--- src/design/euxyz_pkg.sv ---
// ----------------------------------------------------------------------------
// euxyz_pkg
// Shared types and constants of the Euler X-Y-Z vector rotator.
// ----------------------------------------------------------------------------
package euxyz_pkg;

  localparam int COORD_WIDTH_DEF    = 32;
  localparam int COEF_FRAC_BITS_DEF = 14;
  localparam int COEF_WIDTH         = 16;
  localparam int REG_COUNT          = 6;
  localparam int CFG_INDEX_WIDTH    = 3;

  typedef logic signed [COEF_WIDTH-1:0] coef_t;

  typedef enum logic [CFG_INDEX_WIDTH-1:0] {
    REG_COS_X = 3'd0,
    REG_SIN_X = 3'd1,
    REG_COS_Y = 3'd2,
    REG_SIN_Y = 3'd3,
    REG_COS_Z = 3'd4,
    REG_SIN_Z = 3'd5
  } reg_index_t;

  typedef struct packed {
    coef_t cos_x;
    coef_t sin_x;
    coef_t cos_y;
    coef_t sin_y;
    coef_t cos_z;
    coef_t sin_z;
  } coef_set_t;

endpackage

--- src/design/euxyz_cfg_regs.sv ---
// ----------------------------------------------------------------------------
// euxyz_cfg_regs
// Cosine and sine registers of the three axes; reset gives the identity.
// ----------------------------------------------------------------------------
module euxyz_cfg_regs import euxyz_pkg::*; #(
  parameter int COEF_FRAC_BITS = COEF_FRAC_BITS_DEF
) (
  input  logic                       clk,
  input  logic                       rst_n,
  input  logic                       cfg_we,
  input  logic [CFG_INDEX_WIDTH-1:0] cfg_index,
  input  logic [COEF_WIDTH-1:0]      cfg_data,
  output coef_set_t                  coefs
);

  localparam coef_t COEF_ONE = COEF_WIDTH'(64'd1 << COEF_FRAC_BITS);

  coef_set_t coefs_r;
  coef_set_t coefs_nxt;

  always_comb begin
    coefs_nxt = coefs_r;
    if (cfg_we) begin
      unique case (cfg_index)
        REG_COS_X: coefs_nxt.cos_x = coef_t'(cfg_data);
        REG_SIN_X: coefs_nxt.sin_x = coef_t'(cfg_data);
        REG_COS_Y: coefs_nxt.cos_y = coef_t'(cfg_data);
        REG_SIN_Y: coefs_nxt.sin_y = coef_t'(cfg_data);
        REG_COS_Z: coefs_nxt.cos_z = coef_t'(cfg_data);
        REG_SIN_Z: coefs_nxt.sin_z = coef_t'(cfg_data);
        default:   coefs_nxt = coefs_r;
      endcase
    end
  end

  always_ff @(posedge clk) begin
    if (!rst_n) begin
      coefs_r.cos_x <= COEF_ONE;
      coefs_r.sin_x <= '0;
      coefs_r.cos_y <= COEF_ONE;
      coefs_r.sin_y <= '0;
      coefs_r.cos_z <= COEF_ONE;
      coefs_r.sin_z <= '0;
    end else begin
      coefs_r <= coefs_nxt;
    end
  end

  assign coefs = coefs_r;

endmodule

--- config.mk ---
export PLATFORM = sky130hd
export DESIGN_NAME = euxyz_cfg_regs
export DESIGN_NICKNAME = d
export VERILOG_FILES = /design/src/design/euxyz_pkg.sv /design/src/design/euxyz_cfg_regs.sv
export SDC_FILE = /design/constraint.sdc
export NUM_CORES = 1
export LEC_CHECK = 0
export BUFFER_PORTS_ARGS = -buffer_cell sky130_fd_sc_hd__buf_2
export CORE_MARGIN = 2
export CORE_UTILIZATION = 45
export DETAILED_ROUTE_END_ITERATION = 8
export PLACE_DENSITY_LB_ADDON = 0.3
export SLEW_MARGIN = 20
export SYNTH_ARGS = -nofsm -noshare
export SYNTH_HDL_FRONTEND = slang
export SYNTH_SLANG_ARGS = --single-unit
export TNS_END_PERCENT = 100
--- constraint.sdc ---
create_clock -name clk -period 1.3 [get_ports clk]
set_clock_uncertainty 0.05 [all_clocks]
set_input_delay 0.26 -clock clk [delete_from_list [all_inputs] [get_ports clk]]
set_output_delay 0.26 -clock clk [all_outputs]
set_load 0.02 [all_outputs]
==> flow_summary.toml <==
[power]
total_leakage_power_nw = 2.52
peakVddDrop_v = 0.000554
p_per_area_nw_per_um2 = 1210

[route]
drt-wirelength-per-cell_um = 15.1
wl_um = 8510
via_per_inst = 4.85
post-route-drc-count = 0
first_pass_iters = 4
vias = 2738
ant_nets = 0
drt_iter0_drc = 107

[sta]
tns_ns = 0
tightest_slew_ns = 0.316
setup_viol = 0
hold_viol_final = 0
slew_headroom = 0.789
max_freq_mhz = 821
period_share = 0.936
final_max_slew_viol_count = 0
rsz0062_at_grt = "no"
final.min_clock_period_ns = 1.22

[worst_hold_path]
min_to = "coefs[62]"
holdPathStages = 3
hp-start = "cfg_data[14]"
holdCritPathClass = "input pin to flip-flop"

[cts]
cts_sinks = 96
h-tree-depth = 3
ctsRootBufferMaster = "clkbuf_8"
cts-resized-gates = 0
cts_tree = "done"
cts_hold_buf = 0
post_cts_buffers = 0
clkTransAtPathRegs_ns = 0.09
clockBufferDepth = 2
worstSkewPairLatency_ns = 0.34
cts_made_buffers = 9

[synthesis]
synth_edf_count = 0
synthesis.instances = 336
synth.distinct_cells = 13
ys_ff_latch = 96
async_flop_share = 0
synthesis.area_um2 = 3510
synth_ff_type = "dfxtp_1"
synth_warnings = 0
ys_seq_area_frac = 0.547
yosys-top-cells-count = "nand2_1 (109), dfxtp_1 (96), mux2i_1 (96)"
netlist.area_leader.share = 0.547
synth_nets = 358
avgSynthCellArea_um2 = 10.5
yosysTopAreaCell = "dfxtp_1"
synth_most_common_cell = "nand2_1"
netlist_top_cells_area = "dfxtp_1 (55%), mux2i_1 (27%), nand2_1 (12%)"

[run_status]
outcome = "complete, no violations"

[worst_setup_path]
critPathSlowestCell = "dfxtp_1"
worst-path-buf-inv = 1
crit_type = "flip-flop to output pin"
regToRegStartpoint = "coefs[34]"
critPathTopFamily = "flip-flops"
max_stage_delay_ns = 0.37
reg2regPathDepth = 2
path_cells = "buf_2"
worst-path-max-fanout = 2
cp.required_ns = 0.99
rrSetupSlack_ns = 0.62
arrival_ns = 0.91
r2r-end = "coefs[34]"
cp-end-kind = "output pin"
start_kind = "flip-flop"

[place]
hpwlAfterDp_um = 5960
portBuffers = 117
place_area_um2 = 4320
place.gp.congestion = 0.791

[final_layout]
fin_nets = 480
fillers = 686
area_growth_syn_to_layout_pct = 28.5
finish.instance_area_um2 = 4510
utilization = 0.590
antennaDiodeCount = 0
drive_gt1_frac = 0.330
largest_register_ff_count = 96

[floorplan]
std_cell_rows = 32
die_h_um = 92.3
io_pins = 118
die_area_um2 = 8530
start_util = 0.459
core_um2 = 7650
die_w_um = 92.3

[global_route]
grt_pass1_wl_um = 13300
antenna_found_initial = 0
grt_pass1_vias = 2595
grtUsageTotal = 0.203
grt_max_degree = 35
overflow = 0

[flow_run]
maxCapViolations = 0
power by group:
group          switching [mW]  internal, mW  total (mW)
clock network            1.00         0.940        1.94
registers              0.0329          3.00        3.04
logic                   0.297         0.188       0.485
logic make-up after synthesis:
kind of cell / Yosys count / synth area share
AND/OR/NAND/NOR: 119 / 0.141
multiplexers: 96 / 0.274
flip-flops: 96 / 0.547
buffers and inverters: 25 / 0.0378
metrics by stage:
step                setup WS (ns)  hold WS (ns)  power (mW)  std cells
floorplan                 -0.0453         0.390        3.39        336
detailed placement         -0.164         0.397        3.59        549
finish                     0.0826         0.168        5.46        565
global route               0.0535         0.175        5.68        565
global placement           -0.132         0.391        3.58        549
CTS                        0.0848         0.157        5.50        565
how the worst max path moves through the flow:
stage                            start        end  slack, ns  depth (start not counted)
after detailed placement  cfg_index[0]  coefs[81]      -0.16                          3
after global placement    cfg_index[0]  coefs[89]      -0.13                          3
after CTS                    coefs[70]  coefs[70]       0.08                          1
after global routing         coefs[94]  coefs[94]       0.05                          1
final                        coefs[70]  coefs[70]       0.08                          1
after floorplan           cfg_index[1]  coefs[94]      -0.05                          4
layer usage:
metal | share of wire | vias up | global-route usage
met3 | 0.047 | 6 | 0.0504
met5 | 0 | - | 0
met2 | 0.47 | 66 | 0.321
li1 | - | 1349 | -
met1 | 0.47 | 1317 | 0.277
met4 | 0.0081 | 0 | 0.0560
area by class of cell:
| cell class | instances | area, µm² | share of cell area |
|---|---|---|---|
| Sequential cell | 96 | 1920 | 0.426 |
| Multi-Input combinational cell | 215 | 1460 | 0.324 |
| Timing Repair Buffer | 136 | 806 | 0.178 |
| Clock buffer | 11 | 141 | 0.0313 |
| Tap cell | 102 | 128 | 0.0283 |
| Clock inverter | 5 | 56.3 | 0.0125 |
layout by cell type, fill, tap and decap left out:
cell          n
nand4b_1      2
clkinvlp_4    1
buf_2       116
clkinv_2      2
clkinv_4      1
nor2b_1       4
bufinv_16     1
and4bb_2      1
clkbuf_8     10
or4b_4        1
dfxtp_1      96
nand4bb_1     2
nand2_1     109
buf_4        14
buf_12        6
mux2i_1      96
clkbuf_1      1
(Power assumes the default switching activity.)
